<file path="src/hw/rtl/char_lcd_nibble_sequencer_macros.svh">
// assertion macros for the character lcd nibble sequencer
// no dependencies; define NO_ASSERTIONS to compile them out
`ifndef CHAR_LCD_NIBBLE_SEQUENCER_MACROS_SVH
`define CHAR_LCD_NIBBLE_SEQUENCER_MACROS_SVH

`ifndef NO_ASSERTIONS

// antecedent holds, consequent must hold in the same cycle
`define CLNS_ASSERT_IMPL(lbl, clk, rstn, ante, cons, msg) \
  lbl: assert property (@(posedge clk) disable iff (!rstn) (ante) |-> (cons)) \
    else $error(msg);

// antecedent holds, consequent must hold in the next cycle
`define CLNS_ASSERT_NEXT(lbl, clk, rstn, ante, cons, msg) \
  lbl: assert property (@(posedge clk) disable iff (!rstn) (ante) |=> (cons)) \
    else $error(msg);

`else

`define CLNS_ASSERT_IMPL(lbl, clk, rstn, ante, cons, msg)
`define CLNS_ASSERT_NEXT(lbl, clk, rstn, ante, cons, msg)

`endif

`endif

</file>
<file path="src/hw/rtl/clns_pkg.sv">
// types and constants of the character lcd nibble sequencer
// no dependencies; used by the top level and the bench
package clns_pkg;

  localparam int DelayWidth = 20;
  localparam int CfgWidth   = 20;
  localparam int PaddrWidth = 4;
  localparam int ApbWidth   = 32;
  localparam int StepWidth  = 3;

  typedef enum logic [1:0] {
    OpTick  = 2'd0,
    OpWrite = 2'd1,
    OpInit  = 2'd2
  } op_e;

  typedef enum logic [1:0] {
    RegPowerUp    = 2'd0,
    RegSecondWait = 2'd1,
    RegThirdWait  = 2'd2,
    RegSettle     = 2'd3
  } cfg_reg_e;

  typedef enum logic [4:0] {
    PhIdle  = 5'd0,
    PhDelay = 5'd1,
    PhHiSet = 5'd2,
    PhHiEn  = 5'd3,
    PhLoSet = 5'd4,
    PhLoEn  = 5'd5,
    PhBSet  = 5'd6,
    PhBHold = 5'd7,
    PhBDrop = 5'd8,
    PhBEn2  = 5'd9,
    PhBGap  = 5'd10
  } phase_e;

  // init sequence steps, zero means no init running
  localparam logic [StepWidth-1:0] StepNone       = 3'd0;
  localparam logic [StepWidth-1:0] StepPowerUp    = 3'd1;
  localparam logic [StepWidth-1:0] StepSecondWait = 3'd2;
  localparam logic [StepWidth-1:0] StepThirdWait  = 3'd3;
  localparam logic [StepWidth-1:0] StepFourBit    = 3'd4;
  localparam logic [StepWidth-1:0] StepFuncSet    = 3'd5;
  localparam logic [StepWidth-1:0] StepDisplayOn  = 3'd6;

  localparam logic [7:0] WakeNibble  = 8'h03;
  localparam logic [7:0] FourBitNib  = 8'h02;
  localparam logic [7:0] FuncSetCmd  = 8'h28;
  localparam logic [7:0] DispOnCmd   = 8'h0f;

  localparam logic [CfgWidth-1:0] PowerUpReset    = 20'd15000;
  localparam logic [CfgWidth-1:0] SecondWaitReset = 20'd4000;
  localparam logic [CfgWidth-1:0] ThirdWaitReset  = 20'd120;
  localparam logic [CfgWidth-1:0] SettleReset     = 20'd1;

endpackage

</file>
<file path="src/hw/rtl/clns_if.sv">
// valid/ready channels of the character lcd nibble sequencer
// no dependencies; field widths are written out in place
interface clns_req_if;
  logic       valid;
  logic       ready;
  logic [1:0] op;
  logic [7:0] value;
  logic       register_select;
  logic       wait_busy;
  logic       busy_line;

  modport source (output valid, op, value, register_select, wait_busy, busy_line,
                  input ready);
  modport sink (input valid, op, value, register_select, wait_busy, busy_line,
                output ready);
endinterface

interface clns_pin_if;
  logic       valid;
  logic       ready;
  logic       rs_pin;
  logic       rw_pin;
  logic       enable_pin;
  logic [3:0] data_nibble;
  logic       drive_bus;
  logic       idle;
  logic       rejected;

  modport source (output valid, rs_pin, rw_pin, enable_pin, data_nibble, drive_bus,
                  idle, rejected, input ready);
  modport sink (input valid, rs_pin, rw_pin, enable_pin, data_nibble, drive_bus,
                idle, rejected, output ready);
endinterface

</file>
<file path="src/hw/rtl/char_lcd_nibble_sequencer.sv">
// character lcd 4-bit bus sequencer: pin phases, init sequence, busy polling
// depends on clns_pkg, clns_if.sv and char_lcd_nibble_sequencer_macros.svh
//
//  channel   dir  handshake             beat
//  req_i     in   valid/ready           op, value, register_select, wait_busy, busy_line
//  pin_o     out  valid/ready           rs, rw, enable, data_nibble, drive_bus, idle,
//                                       rejected
//  apb       in   psel/penable/pwrite   one 20-bit register per 4-byte word
//
// one beat in, one beat out, one beat per cycle sustained while pin_o is ready
// the phase update and pin decode sit between the state registers and the
// output register, so a beat is offered on pin_o in the cycle after it is taken
// the input is taken whenever the output register is empty or being drained
// reset puts the sequencer idle and loads the default wait counts
`include "char_lcd_nibble_sequencer_macros.svh"

module char_lcd_nibble_sequencer
  import clns_pkg::*;
(
  input  logic                  clk_i,
  input  logic                  rst_ni,
  clns_req_if.sink              req_i,
  clns_pin_if.source            pin_o,
  input  logic                  psel,
  input  logic                  penable,
  input  logic                  pwrite,
  input  logic [PaddrWidth-1:0] paddr,
  input  logic [ApbWidth-1:0]   pwdata,
  output logic [ApbWidth-1:0]   prdata,
  output logic                  pready
);

  logic [CfgWidth-1:0] power_up_q, second_wait_q, third_wait_q, settle_q;

  phase_e                phase_q, phase_d;
  logic [7:0]            shift_q, shift_d;
  logic                  sel_q, sel_d;
  logic                  wlatch_q, wlatch_d;
  logic [DelayWidth-1:0] delay_q, delay_d;
  logic [StepWidth-1:0]  step_q, step_d;
  logic                  busy_q, busy_d;

  logic       out_valid_q;
  logic       rs_q, rw_q, en_q, drv_q, idle_q, rej_q;
  logic [3:0] dat_q;
  logic       rs_d, rw_d, en_d, drv_d, idle_d, rej_d;
  logic [3:0] dat_d;

  logic       in_accept;
  logic       cfg_write;
  cfg_reg_e   cfg_sel;
  logic [DelayWidth-1:0] settle_cnt;

  assign pready    = 1'b1;
  assign cfg_write = psel && penable && pwrite;
  assign cfg_sel   = cfg_reg_e'(paddr[PaddrWidth-1:2]);

  assign req_i.ready = !out_valid_q || pin_o.ready;
  assign in_accept   = req_i.valid && req_i.ready;

  // a zero settle count behaves as one
  assign settle_cnt = (DelayWidth'(settle_q) == '0) ? DelayWidth'(1)
                                                    : DelayWidth'(settle_q);

  always_ff @(posedge clk_i or negedge rst_ni) begin
    if (!rst_ni) begin
      power_up_q    <= PowerUpReset;
      second_wait_q <= SecondWaitReset;
      third_wait_q  <= ThirdWaitReset;
      settle_q      <= SettleReset;
    end else if (cfg_write) begin
      case (cfg_sel)
        RegPowerUp:    power_up_q    <= pwdata[CfgWidth-1:0];
        RegSecondWait: second_wait_q <= pwdata[CfgWidth-1:0];
        RegThirdWait:  third_wait_q  <= pwdata[CfgWidth-1:0];
        RegSettle:     settle_q      <= pwdata[CfgWidth-1:0];
        default: ;
      endcase
    end
  end

  always_comb begin
    case (cfg_sel)
      RegPowerUp:    prdata = ApbWidth'(power_up_q);
      RegSecondWait: prdata = ApbWidth'(second_wait_q);
      RegThirdWait:  prdata = ApbWidth'(third_wait_q);
      RegSettle:     prdata = ApbWidth'(settle_q);
      default:       prdata = '0;
    endcase
  end

  // next state for one beat
  always_comb begin
    logic do_end;
    logic do_start;
    do_end   = 1'b0;
    do_start = 1'b0;
    phase_d  = phase_q;
    shift_d  = shift_q;
    sel_d    = sel_q;
    wlatch_d = wlatch_q;
    delay_d  = delay_q;
    step_d   = step_q;
    busy_d   = busy_q;
    rej_d    = 1'b0;

    if (req_i.op == OpWrite || req_i.op == OpInit) begin
      if (phase_q != PhIdle) begin
        rej_d = 1'b1;
      end else if (req_i.op == OpWrite) begin
        step_d   = StepNone;
        shift_d  = req_i.value;
        sel_d    = req_i.register_select;
        wlatch_d = req_i.wait_busy;
        phase_d  = PhHiSet;
      end else begin
        step_d   = StepPowerUp;
        do_start = 1'b1;
      end
    end else begin
      case (phase_q)
        PhDelay: begin
          if (delay_q != '0) begin
            delay_d = delay_q - DelayWidth'(1);
          end else begin
            shift_d  = WakeNibble;
            sel_d    = 1'b0;
            wlatch_d = 1'b0;
            phase_d  = PhLoSet;
          end
        end
        PhHiSet: phase_d = PhHiEn;
        PhHiEn:  phase_d = PhLoSet;
        PhLoSet: phase_d = PhLoEn;
        PhLoEn: begin
          if (wlatch_q) phase_d = PhBSet;
          else          do_end  = 1'b1;
        end
        PhBSet, PhBGap: begin
          delay_d = settle_cnt;
          phase_d = PhBHold;
        end
        PhBHold: begin
          if (delay_q > DelayWidth'(1)) begin
            delay_d = delay_q - DelayWidth'(1);
          end else begin
            busy_d  = req_i.busy_line;
            phase_d = PhBDrop;
          end
        end
        PhBDrop: phase_d = PhBEn2;
        PhBEn2: begin
          if (busy_q) phase_d = PhBGap;
          else        do_end  = 1'b1;
        end
        default: phase_d = PhIdle;
      endcase
    end

    // finished nibble or byte: leave, or move to the next init step
    if (do_end) begin
      if (step_q == StepNone) begin
        phase_d = PhIdle;
      end else begin
        step_d   = step_q + StepWidth'(1);
        do_start = 1'b1;
      end
    end

    if (do_start) begin
      case (step_d)
        StepPowerUp: begin
          delay_d = DelayWidth'(power_up_q);
          phase_d = PhDelay;
        end
        StepSecondWait: begin
          delay_d = DelayWidth'(second_wait_q);
          phase_d = PhDelay;
        end
        StepThirdWait: begin
          delay_d = DelayWidth'(third_wait_q);
          phase_d = PhDelay;
        end
        StepFourBit: begin
          shift_d  = FourBitNib;
          sel_d    = 1'b0;
          wlatch_d = 1'b1;
          phase_d  = PhLoSet;
        end
        StepFuncSet: begin
          shift_d  = FuncSetCmd;
          sel_d    = 1'b0;
          wlatch_d = 1'b1;
          phase_d  = PhHiSet;
        end
        StepDisplayOn: begin
          shift_d  = DispOnCmd;
          sel_d    = 1'b0;
          wlatch_d = 1'b1;
          phase_d  = PhHiSet;
        end
        default: begin
          step_d  = StepNone;
          phase_d = PhIdle;
        end
      endcase
    end
  end

  // pin levels of the phase just entered
  always_comb begin
    rs_d   = 1'b0;
    rw_d   = 1'b0;
    en_d   = 1'b0;
    dat_d  = 4'h0;
    drv_d  = 1'b1;
    idle_d = 1'b0;
    case (phase_d)
      PhDelay: ;
      PhHiSet, PhHiEn: begin
        rs_d  = sel_d;
        dat_d = shift_d[7:4];
        en_d  = (phase_d == PhHiEn);
      end
      PhLoSet, PhLoEn: begin
        rs_d  = sel_d;
        dat_d = shift_d[3:0];
        en_d  = (phase_d == PhLoEn);
      end
      PhBSet, PhBHold, PhBDrop, PhBEn2, PhBGap: begin
        rw_d  = 1'b1;
        drv_d = 1'b0;
        en_d  = (phase_d == PhBHold) || (phase_d == PhBEn2);
      end
      default: idle_d = 1'b1;
    endcase
  end

  always_ff @(posedge clk_i or negedge rst_ni) begin
    if (!rst_ni) begin
      phase_q     <= PhIdle;
      shift_q     <= '0;
      sel_q       <= 1'b0;
      wlatch_q    <= 1'b0;
      delay_q     <= '0;
      step_q      <= StepNone;
      busy_q      <= 1'b0;
      out_valid_q <= 1'b0;
    end else begin
      if (in_accept) begin
        phase_q  <= phase_d;
        shift_q  <= shift_d;
        sel_q    <= sel_d;
        wlatch_q <= wlatch_d;
        delay_q  <= delay_d;
        step_q   <= step_d;
        busy_q   <= busy_d;
      end
      if (in_accept)        out_valid_q <= 1'b1;
      else if (pin_o.ready) out_valid_q <= 1'b0;
    end
  end

  always_ff @(posedge clk_i) begin
    if (in_accept) begin
      rs_q   <= rs_d;
      rw_q   <= rw_d;
      en_q   <= en_d;
      dat_q  <= dat_d;
      drv_q  <= drv_d;
      idle_q <= idle_d;
      rej_q  <= rej_d;
    end
  end

  assign pin_o.valid       = out_valid_q;
  assign pin_o.rs_pin      = rs_q;
  assign pin_o.rw_pin      = rw_q;
  assign pin_o.enable_pin  = en_q;
  assign pin_o.data_nibble = dat_q;
  assign pin_o.drive_bus   = drv_q;
  assign pin_o.idle        = idle_q;
  assign pin_o.rejected    = rej_q;

  `CLNS_ASSERT_IMPL(a_rej_not_idle, clk_i, rst_ni, out_valid_q && rej_q, !idle_q,
                    "rejected beat reports an idle sequencer")
  `CLNS_ASSERT_IMPL(a_released_reads, clk_i, rst_ni, out_valid_q && !drv_q,
                    rw_q && (dat_q == 4'h0) && !rs_q,
                    "bus released without read mode")
  `CLNS_ASSERT_IMPL(a_init_busy, clk_i, rst_ni, step_q != StepNone, phase_q != PhIdle,
                    "init step pending while idle")
  `CLNS_ASSERT_IMPL(a_hold_count, clk_i, rst_ni, phase_q == PhBHold, delay_q != '0,
                    "settle count empty in enable hold")
  `CLNS_ASSERT_NEXT(a_beat_out, clk_i, rst_ni, in_accept, out_valid_q,
                    "accepted beat produced no result")

endmodule

</file>
<file path="src/flat_wrapper.sv">
// flat-port wrapper written by rule: the top's interface ports become plain ports
module char_lcd_nibble_sequencer_flat import clns_pkg::*;
  (clk_i, rst_ni, psel, penable, pwrite, paddr, pwdata, prdata, pready, req_i_valid, req_i_op, req_i_value, req_i_register_select, req_i_wait_busy, req_i_busy_line, req_i_ready, pin_o_valid, pin_o_rs_pin, pin_o_rw_pin, pin_o_enable_pin, pin_o_data_nibble, pin_o_drive_bus, pin_o_idle, pin_o_rejected, pin_o_ready);
  clns_req_if req_i_i ();
  clns_pin_if pin_o_i ();
  input  logic clk_i;
  input  logic rst_ni;
  input  logic psel;
  input  logic penable;
  input  logic pwrite;
  input  logic [PaddrWidth-1:0] paddr;
  input  logic [ApbWidth-1:0] pwdata;
  output logic [ApbWidth-1:0] prdata;
  output logic pready;
  input wire logic [$bits(req_i_i.valid)-1:0] req_i_valid;
  input wire logic [$bits(req_i_i.op)-1:0] req_i_op;
  input wire logic [$bits(req_i_i.value)-1:0] req_i_value;
  input wire logic [$bits(req_i_i.register_select)-1:0] req_i_register_select;
  input wire logic [$bits(req_i_i.wait_busy)-1:0] req_i_wait_busy;
  input wire logic [$bits(req_i_i.busy_line)-1:0] req_i_busy_line;
  output wire logic [$bits(req_i_i.ready)-1:0] req_i_ready;
  output wire logic [$bits(pin_o_i.valid)-1:0] pin_o_valid;
  output wire logic [$bits(pin_o_i.rs_pin)-1:0] pin_o_rs_pin;
  output wire logic [$bits(pin_o_i.rw_pin)-1:0] pin_o_rw_pin;
  output wire logic [$bits(pin_o_i.enable_pin)-1:0] pin_o_enable_pin;
  output wire logic [$bits(pin_o_i.data_nibble)-1:0] pin_o_data_nibble;
  output wire logic [$bits(pin_o_i.drive_bus)-1:0] pin_o_drive_bus;
  output wire logic [$bits(pin_o_i.idle)-1:0] pin_o_idle;
  output wire logic [$bits(pin_o_i.rejected)-1:0] pin_o_rejected;
  input wire logic [$bits(pin_o_i.ready)-1:0] pin_o_ready;
  assign req_i_i.valid = req_i_valid;
  assign req_i_i.op = req_i_op;
  assign req_i_i.value = req_i_value;
  assign req_i_i.register_select = req_i_register_select;
  assign req_i_i.wait_busy = req_i_wait_busy;
  assign req_i_i.busy_line = req_i_busy_line;
  assign req_i_ready = req_i_i.ready;
  assign pin_o_valid = pin_o_i.valid;
  assign pin_o_rs_pin = pin_o_i.rs_pin;
  assign pin_o_rw_pin = pin_o_i.rw_pin;
  assign pin_o_enable_pin = pin_o_i.enable_pin;
  assign pin_o_data_nibble = pin_o_i.data_nibble;
  assign pin_o_drive_bus = pin_o_i.drive_bus;
  assign pin_o_idle = pin_o_i.idle;
  assign pin_o_rejected = pin_o_i.rejected;
  assign pin_o_i.ready = pin_o_ready;
  char_lcd_nibble_sequencer u_core (.clk_i(clk_i), .rst_ni(rst_ni), .req_i(req_i_i), .pin_o(pin_o_i), .psel(psel), .penable(penable), .pwrite(pwrite), .paddr(paddr), .pwdata(pwdata), .prdata(prdata), .pready(pready));
endmodule
</file>
<file path="config.mk">
export PLATFORM = sky130hd
export DESIGN_NAME = char_lcd_nibble_sequencer_flat
export DESIGN_NICKNAME = d
export VERILOG_FILES = /design/src/hw/rtl/clns_pkg.sv /design/src/hw/rtl/clns_if.sv /design/src/hw/rtl/char_lcd_nibble_sequencer.sv /design/src/flat_wrapper.sv
export VERILOG_INCLUDE_DIRS = /design/src /design/src/hw/rtl
export SDC_FILE = /design/constraint.sdc
export NUM_CORES = 1
export LEC_CHECK = 0
export ABC_AREA = 1
export BUFFER_PORTS_ARGS = -buffer_cell sky130_fd_sc_hd__buf_2
export CAP_MARGIN = 20
export CORE_MARGIN = 3
export CORE_UTILIZATION = 31
export DETAILED_ROUTE_END_ITERATION = 7
export SETUP_SLACK_MARGIN = 0.1
export SLEW_MARGIN = 25
export SYNTH_ARGS = -nofsm -noshare
export SYNTH_HDL_FRONTEND = slang
export SYNTH_SLANG_ARGS = --single-unit
</file>
<file path="constraint.sdc">
create_clock -name clk_i -period 2.8 [get_ports clk_i]
set_input_delay 0.28 -clock clk_i [delete_from_list [all_inputs] [get_ports clk_i]]
set_output_delay 0.28 -clock clk_i [all_outputs]
set_load 0.02 [all_outputs]
</file>
==> out/results.ini, run 1 <==
[placed_design]
gp_congestion=0.870
dp_hpwl_mm=15.9
placed_area_mm2=0.00850
portBuffers=73

[floorplanning]
design.core.area_mm2=0.0244
die_area_mm2=0.0268
initial_core_util_pct=31.7
pin_count=101
rows=57
die_w_um=164
die_h_um=164

[synthesis]
synth-seq-area-share_pct=43.1
syn_area_per_cell_um2=7.24
synth_xor_area_share_pct=0.227
synthAdderAreaFrac_pct=0.972
synth_compound_area_share_pct=15.1
ys_ff_latch=130
syn_inst=1066
yosys.area_share.simple_pct=32.0
netlist_area_mm2=0.00772
synth_top_area_share_pct=33.1
yosys_warnings=0
yosys-top-cells-count=nand2_1, o21ai_0, dfrtp_1
synth_edf_count=10
async_reset_ff_share_pct=92.3
synth_most_common_cell=nand2_1
synthMuxAreaShare_pct=0
synth_cell_type_count=46
ys.flop_type=dfrtp_1
synth_area_leaders=dfrtp_1, nand2_1, o21ai_0
yosys.area.top_type=dfrtp_1
synth_top_family_by_area=simple AND/OR/NAND/NOR gates

[timing]
setup_viol=0
fin_tns_setup_ps=0
hold_violations=0
max_freq_ghz=0.401
skew_ps=11.5
period_share_pct=89.0
tightestPinTransition_ps=740
final.min_clock_period_ps=2490
fin_hold_ws_ps=131
slew_violations=0
max_slew_margin_pct=50.7
rsz0062_at_grt=true

[global_routing]
grt_max_degree=53
track_usage_pct=18.0
grt_first_pass_wirelength_mm=38.4
overflow=0
grt_pass1_vias=7391
grt_antenna_before_repair=0

[setup_path]
reg2reg_slack_ps=310
reg2reg_from=u_core.phase_q[1]
worstRegToRegCells=15
crit_fanout=40
required_ps=3100
path_class=reg -> reg
endpoint_kind=flip-flop
startpoint_type=flip-flop
cp_data_arrival_time_ps=2790
r2r-end=u_core.delay_q[2]

[pwr]
power.density_mw_per_mm2=933
vdd_drop_max_v=0.000532
power.static_leakage_nw=4.37

[clock_tree]
cts_buffer_depth=2
clkTransAtPathRegs_ps=60
cts_tree=done
h-tree-depth=4
clk-insertion-delay-late_ps=420
cts-root-buf=clkbuf_16
numCtsBuffers=17
cts_num_sinks=130

[outcome]
status=finished clean

[drt]
first_pass_iters=5
wl_mm=23.3
dr.first_iter.drc_count=587
dr_total_vias=7486
ant_nets=0
wire_per_inst_um=15.8
route.detailed.drc=0
via_per_inst=5.08

[finish]
stdcell_area_mm2=0.00910
area_growth_syn_to_layout_pct=17.9
drive_gt1_share_pct=16.4
diodes=0
final_nets=1200

[worst_hold_path]
hold_depth=3
hp-start=pwdata[7]
hp-class=in -> reg
whs_endpoint=u_core.power_up_q[7]

[run]
maxCapViolCount=0

## worst max path at each step
| stage | slack [ps] | startpoint | to |
|---|---|---|---|
| after floorplan | 630 | req_i_op[1] | u_core.pin_o.data_nibble[2] |
| after detailed placement | 270 | req_i_op[0] | u_core.pin_o.data_nibble[2] |
| after CTS | 220 | u_core.phase_q[1] | u_core.delay_q[2] |
| after global placement | 270 | req_i_op[0] | u_core.pin_o.data_nibble[2] |
| after global routing | 60 | u_core.phase_q[1] | u_core.delay_q[2] |
| final | 310 | u_core.phase_q[1] | u_core.delay_q[2] |
## power by group
group	internal, mW	leakage (nW)	switching, mW	total [mW]
sequential	2.41	1.60	0.435	2.85
combinational	1.10	2.49	2.36	3.47
clock	1.27	0.280	0.917	2.18
total	4.78	4.37	3.71	8.50
## timing repair
action,4_1_cts,5_1_grt
hold buffers,1,0
setup buffers,0,2
setup endpoints to repair,0,22
endpoints found under the hold margin,46,0
resized for setup,0,3
## layer usage
layer,vias to the layer above,wire length (um),track usage [%]
met4,0,374,5.04
met5,-,0,0
li1,3673,-,-
met2,294,10600,28.9
met3,27,1700,4.14
met1,3492,10600,24.3
## cell type report
cell class / count / area [um2]
fillers: 2606 / 15300
multi-input cells: 789 / 3790
flip-flops and latches: 130 / 3330
repair buffers: 104 / 653
clock buffers: 20 / 447
well taps: 324 / 405
inverters: 96 / 362
clock inverters: 12 / 124
## critical path, stage by stage, from the launching register on
cell and delay [ps]:
dfrtp_1 450, nor2_2 210, nand4_2 210, inv_2 130, nand2_2 80, nand2_1 60
nand2_1 80, nand2_4 210, nand2_1 100, nand2_1 80, nand2_2 80, buf_12 190
a21oi_1 150, nand3_1 170, nand3_1 110, nand2_1 60
## sequential cells by signal, indices dropped and copies added, names as in the netlist, 3 cells and up
register and flops:
u_core.shift_q 8, u_core.third_wait_q 20, u_core.pin_o.data_nibble 4, u_core.phase_q 5
u_core.step_q 3, u_core.second_wait_q 20, u_core.settle_q 20, u_core.power_up_q 20
u_core.delay_q 20
## stage by stage
| step | setup WS [ps] | std cells | total power [mW] | utilization [%] |
|---|---|---|---|---|
| 4_1_cts | 219 | 1473 | 8.47 | 37.2 |
| 3_3_place_gp | 268 | 1440 | 6.22 | 34.8 |
| 2_1_floorplan | 633 | 1077 | 5.23 | - |
| 5_1_grt | 59.1 | 1475 | 9.15 | 37.3 |
| 6_report | 307 | 1475 | 8.50 | 37.3 |
| 3_5_place_dp | 268 | 1440 | 6.25 | 34.8 |
## cells by family (layout without fill, tap and decap cells)
| kind of cell | Yosys count | count (layout) |
|---|---|---|
| AND/OR/NAND/NOR | 568 | 568 |
| AO/OA/AOI/OAI | 200 | 200 |
| buffers and inverters | 158 | 232 |
| flip-flops | 130 | 130 |
| adder cells (fa/ha/maj) | 6 | 6 |
| other | 2 | 13 |
| XOR/XNOR | 2 | 2 |
## cell usage in the layout (no fill, tap or decap), types with 5 or more instances in the layout
| cell type | n |
|---|---|
| o22ai_1 | 11 |
| nand4_1 | 34 |
| a22oi_1 | 9 |
| clkbuf_16 | 17 |
| nand3_1 | 74 |
| nand2_2 | 8 |
| a21oi_1 | 32 |
| dfrtp_1 | 102 |
| nor2_1 | 70 |
| inv_1 | 87 |
| buf_4 | 27 |
| conb_1 | 13 |
| nor2_2 | 5 |
| buf_2 | 72 |
| ha_1 | 6 |
| dfstp_2 | 18 |
| o2111ai_1 | 21 |
| nor3_1 | 6 |
| edfxtp_1 | 10 |
| inv_2 | 7 |
| nand2_1 | 349 |
| nor2_4 | 5 |
| o21ai_0 | 111 |
(Power assumes the default switching activity.)
==> inputs of run 2 (changes only) <==
==> constraint.sdc (replaced) <==
create_clock -name clk_i -period 3.2 [get_ports clk_i]
set_input_delay 0.32 -clock clk_i [delete_from_list [all_inputs] [get_ports clk_i]]
set_output_delay 0.32 -clock clk_i [all_outputs]
set_load 0.02 [all_outputs]
==> run 2 against run 1 <==
  * Global-route usage up 0.20 points
  * Worst setup slack better by 290 ps
  * Critical path type unchanged
  * Sequential power down 12%
  * Clock power down 9.2%
  * Largest power group unchanged
==> out/results.ini, run 2 (synthesis gave the netlist of run 1 again) <==
[timing]
period_share_pct=81.2
setup_viol=0
max_slew_margin_pct=38.9
final.min_clock_period_ps=2600
hold_violations=0
slew_violations=0
skew_ps=11.8
fin_tns_setup_ps=0
max_freq_ghz=0.385
rsz0062_at_grt=false
tightestPinTransition_ps=915

[pwr]
finalPower_mw=7.50
power.static_leakage_nw=4.33
internal-power_mw=4.19
power.density_mw_per_mm2=827
p_sw_share_pct=44.1
sequentialPowerShare_pct=33.3
vdd_drop_max_v=0.000354
power_frac_comb_pct=40.2
pwr-share-clk_pct=26.5
p_sw_mw=3.31

[finish]
seq_area_mm2=0.00333
final_cell_mix=nand2_1, o21ai_0, dfrtp_1
fill_cells=2653
diodes=0
final_nets=1192
multi_input_area_mm2=0.00378
area_growth_syn_to_layout_pct=17.3
final_common_cell=nand2_1
drive_gt1_share_pct=15.7

[floorplanning]
die_h_um=164
die_area_mm2=0.0268
initial_core_util_pct=31.7
design.core.area_mm2=0.0244
pin_count=101
rows=57
die_w_um=164

[run]
maxCapViolCount=0

[drt]
via_per_inst=5.07
dr.first_iter.drc_count=566
routed-wl-met3_mm=1.57
first_pass_iters=5
met2_wirelength_mm=10.7
route.detailed.drc=0
wire_per_inst_um=16.1
highest_layer=met4
dr_total_vias=7434
wl_mm=23.6
wl_met1_mm=11.1
ant_nets=0

[setup_path]
cp_data_arrival_time_ps=2770
reg2reg_slack_ps=600
cp-startpoint=u_core.phase_q[4]
path_class=reg -> reg
worstRegToRegCells=13
startpoint_type=flip-flop
crit_fanout=16
reg2reg_from=u_core.phase_q[4]
required_ps=3370
worstSetupEndpoint=u_core.pin_o.idle
r2r-end=u_core.pin_o.idle
endpoint_kind=flip-flop

[clock_tree]
cts_buffer_depth=2
ctsHoldBuffers=0
cts_setup_buffers=0
clkTransAtPathRegs_ps=70
numCtsBuffers=17
cts_tree=done
clk-insertion-delay-late_ps=430
cts-root-buf=clkbuf_16
cts_num_sinks=130
h-tree-depth=4
post_cts_resized=0

[outcome]
status=finished clean

[worst_hold_path]
hp-class=in -> reg

[global_routing]
grt_first_pass_wirelength_mm=38.7
overflow=0
grt_antenna_before_repair=0
grt_pass1_vias=7115
grt_max_degree=75
track_usage_pct=18.2

[placed_design]
portBuffers=73
gp_congestion=0.871
dp_hpwl_mm=16.1

==> run 2: worst max-delay path: stages, from the launching register on <==
cell	delay [ps]
dfrtp_1	490
nor3_1	310
nand2_1	160
buf_4	230
inv_1	230
a21oi_1	110
nand3_1	110
nand2_1	60
nand2_1	80
nand2_1	80
nand2_2	130
nand2_1	110
o21ai_2	170
nor2_1	70
==> run 2: area by class of cell <==
| type | instances | area share, % |
|---|---|---|
| clock buffers | 19 | 5.01 |
| clock inverters | 13 | 1.51 |
| inverters | 96 | 3.99 |
| multi-input cells | 789 | 41.7 |
| flip-flops and latches | 130 | 36.7 |
| well taps | 324 | 4.48 |
| repair buffers | 96 | 6.59 |
==> run 2: how the worst min path moves through the flow <==
| stage | cells after the start | end | startpoint |
|---|---|---|---|
| after CTS | 1 | u_core.settle_q[15] | rst_ni |
| after floorplan | 0 | u_core.busy_q | rst_ni |
| final | 3 | u_core.second_wait_q[7] | pwdata[7] |
| after global placement | 2 | u_core.shift_q[2] | u_core.shift_q[2] |
| after global routing | 3 | u_core.power_up_q[7] | pwdata[7] |
| after detailed placement | 2 | u_core.shift_q[5] | u_core.shift_q[5] |
==> run 2: per-stage QoR <==
stage	utilization (%)	area (um2)	hold slack (ps)	worst slack (ps)	std cells
after detailed placement	34.7	8450	467	481	1434
after global routing	37.1	9060	173	410	1467
after global placement	34.7	8450	463	516	1434
final	37.1	9060	161	601	1467
after CTS	37.1	9040	97.5	628	1466
after floorplan	-	7760	24.4	993	1077
==> run 2: routing by layer <==
metal | track usage (%) | vias to the layer above
li1 | - | 3652
met1 | 25.6 | 3489
met2 | 28.3 | 266
met3 | 4.01 | 27
met4 | 4.77 | 0
met5 | 0 | -
==> run 2: power by group through the flow <==
stage                     clock network (mW)  registers [mW]  logic [mW]
after floorplan                            0            2.43        2.15
after global placement                     0            2.51        2.95
after detailed placement                   0            2.51        2.97
after CTS                               2.02            2.49        2.99
after global routing                    2.09            2.56        3.43
final                                   1.98            2.50        3.01
==> inputs of run 3 (changes only) <==
--- a/config.mk
+++ b/config.mk
@@ -6,7 +6,7 @@
 export SDC_FILE = /design/constraint.sdc
 export NUM_CORES = 1
 export LEC_CHECK = 0
-export ABC_AREA = 1
+export ABC_AREA = 0
 export BUFFER_PORTS_ARGS = -buffer_cell sky130_fd_sc_hd__buf_2
 export CAP_MARGIN = 20
 export CORE_MARGIN = 3
==> constraint.sdc (replaced) <==
create_clock -name clk_i -period 2.25 [get_ports clk_i]
set_input_delay 0.225 -clock clk_i [delete_from_list [all_inputs] [get_ports clk_i]]
set_output_delay 0.225 -clock clk_i [all_outputs]
set_load 0.02 [all_outputs]
==> run 3 against run 2 <==
  * The flow now finishes with violations (setup timing)
  * Critical path depth shrank 5
  * Sequential power rose by 48%
  * Non-clock buffer count grew 203
  * Sequential share of layout area decreased by 8.3 points
  * Flip-flop and latch count stayed put
  * Clock skew is 1.0 ps higher
  * Area after synthesis up 1.5%
  * Largest cell class unchanged
==> out/results.ini, run 3 <==
[drt]
ant_nets=0
via_per_inst=5.45
dr.first_iter.drc_count=586
first_pass_iters=7
dr_total_vias=7310
route.detailed.drc=0
wire_per_inst_um=19.4
wl_mm=26.1

[clock_tree]
cts-root-buf=clkbuf_16
cts_tree=done
cts_num_sinks=130
clk-insertion-delay-late_ps=430
numCtsBuffers=17
clkTransAtPathRegs_ps=60
cts_buffer_depth=2
h-tree-depth=4

[placed_design]
dp_hpwl_mm=18.5
portBuffers=73
dp.cells=1272
gp_congestion=0.978

[finish]
final_nets=1067
drive_gt1_share_pct=59.0
diodes=0
final_cell_mix=buf_4, dfrtp_1, mux2_2
area_growth_syn_to_layout_pct=49.3
instances_no_fill=1342
final_common_cell=buf_4

[timing]
tightestPinTransition_ps=584
rsz0062_at_grt=true
skew_ps=12.8
final.min_clock_period_ps=2560
max_slew_margin_pct=61.1
hold_violations=0
setup_viol=37
fin_ws_ps=-309
slew_violations=0
period_share_pct=114
max_freq_ghz=0.391

[synthesis]
yosys-top-cells-count=dfrtp_1, mux2_2, nand2_1
synth_cell_type_count=85
netlist_area_mm2=0.00784
synth-seq-area-share_pct=42.4
synth_area_leaders=dfrtp_1, mux2_2, dfstp_2
synth_edf_count=10
synth_top_area_share_pct=32.6
ys_ff_latch=130
synth_most_common_cell=dfrtp_1
ys.flop_type=dfrtp_1
yosys_warnings=0
async_reset_ff_share_pct=92.3
syn_area_per_cell_um2=10.7
syn_inst=735
yosys.area.top_type=dfrtp_1

[setup_path]
crit_slowest_cell=or4_4
slowest_delay_ps=550
path_cells=buf_6 -> or4_4 -> or3_4 -> a31oi_2 -> a31o_4 -> buf_4 -> a21oi_1 -> a2111oi_4
required_ps=2480
startpoint_type=flip-flop
endpoint_kind=flip-flop
path_class=reg -> reg
cp_data_arrival_time_ps=2790
crit_fanout=7

[pwr]
finalPower_mw=13.9
power.density_mw_per_mm2=1190
power.static_leakage_nw=4.97
vdd_drop_max_v=0.000580

[global_routing]
overflow=0
grt_antenna_before_repair=0
grt_pass1_vias=7391
grt_max_degree=40
grt_first_pass_wirelength_mm=41.1
track_usage_pct=19.5

[floorplanning]
die_h_um=165
rows=57
pin_count=101
initial_core_util_pct=31.9
die_w_um=165
die_area_mm2=0.0272
design.core.area_mm2=0.0246

[outcome]
violations=setup timing
status=finished with violations

[worst_hold_path]
hp-class=in -> reg

[run]
maxCapViolCount=0

-- run 3: changes by cell type after synthesis, sizes merged, moves of 10 or more --
cell | previous run | this run
nor3 | 7 | 18
nand2 | 361 | 70
mux2 | 0 | 84
inv | 94 | 12
o21ai | 116 | 36
nor4 | 3 | 14
nor2 | 80 | 34
o31ai | 0 | 16
o2111ai | 21 | 1
a221oi | 0 | 14
nand4 | 35 | 9
nand3 | 77 | 16
mux4 | 0 | 20
a22oi | 9 | 19
-- run 3: final timing paths --
check	from	to	slack [ps]	cells past startpoint
setup / recovery	u_core.phase_q[3]	u_core.pin_o.enable_pin	-310	8
hold / removal	req_i_valid	u_core.pin_o.valid	10	2
setup reg to reg	u_core.phase_q[3]	u_core.pin_o.enable_pin	-310	8
hold reg to reg	u_core.shift_q[2]	u_core.shift_q[2]	510	2
max in group asynchronous	rst_ni	u_core.power_up_q[12]	1240	3
min in group asynchronous	rst_ni	u_core.power_up_q[6]	320	2
-- run 3: cells by family (layout without fill, tap and decap cells) --
group / after synthesis / in the layout / share of synthesized area, %
simple gates: 214 / 214 / 14.6
compound gates: 197 / 197 / 18.3
flops: 130 / 130 / 42.4
mux: 112 / 112 / 18.8
buf+inv: 72 / 344 / 4.50
fa+ha+maj: 6 / 6 / 0.958
other cells: 2 / 13 / 0.0958
xor+xnor: 2 / 2 / 0.224
-- run 3: routing by layer --
metal | track usage, % | wire length [um] | vias up
met5 | 0 | 0 | -
met4 | 4.57 | 360 | 0
met3 | 4.16 | 1240 | 29
met2 | 32.2 | 13000 | 215
met1 | 26.3 | 11500 | 3709
li1 | - | - | 3357
-- run 3: per-stage QoR --
stage	cell area (um2)	hold WS (ps)	setup TNS [ps]	worst slack [ps]	utilization, %
after floorplan	8000	-70.6	-2180	-245	-
after global placement	9970	256	-9410	-400	40.5
after detailed placement	9970	266	-10130	-398	40.5
after CTS	11300	1.10	-6610	-303	45.9
after global routing	11700	5.02	-10490	-421	47.6
final	11700	11.1	-7440	-309	47.6
-- run 3: power by group --
group | internal, mW | leakage (nW) | switching, mW
Combinational | 3.82 | 3.12 | 3.52
Clock | 1.73 | 0.293 | 1.13
Sequential | 3.10 | 1.56 | 0.617
Total | 8.65 | 4.97 | 5.26
-- run 3: timing repair --
| action | CTS | global route |
|---|---|---|
| hold endpoints to repair | 29 | 0 |
| resized for setup | 130 | 72 |
| gates cloned | 1 | 0 |
| hold buffers | 1 | 0 |
| setup buffers | 30 | 19 |
| pin swaps | 65 | 47 |
| endpoints found under the setup margin | 44 | 45 |
-- run 3: worst max-delay path, delay by kind of cell (launching register included) --
| kind | cells | cell delay (ps) |
|---|---|---|
| flip-flops | 1 | 410 |
| buffers and inverters | 2 | 270 |
| AO/OA/AOI/OAI | 4 | 720 |
| AND/OR/NAND/NOR | 2 | 960 |
-- run 3: cell type report --
class / instances / area [um2]
clock buffers: 21 / 472
clock inverters: 11 / 126
fillers: 2227 / 12900
inverters: 13 / 50.0
multi-input cells: 544 / 4990
flip-flops and latches: 130 / 3330
well taps: 324 / 405
repair buffers: 299 / 2330
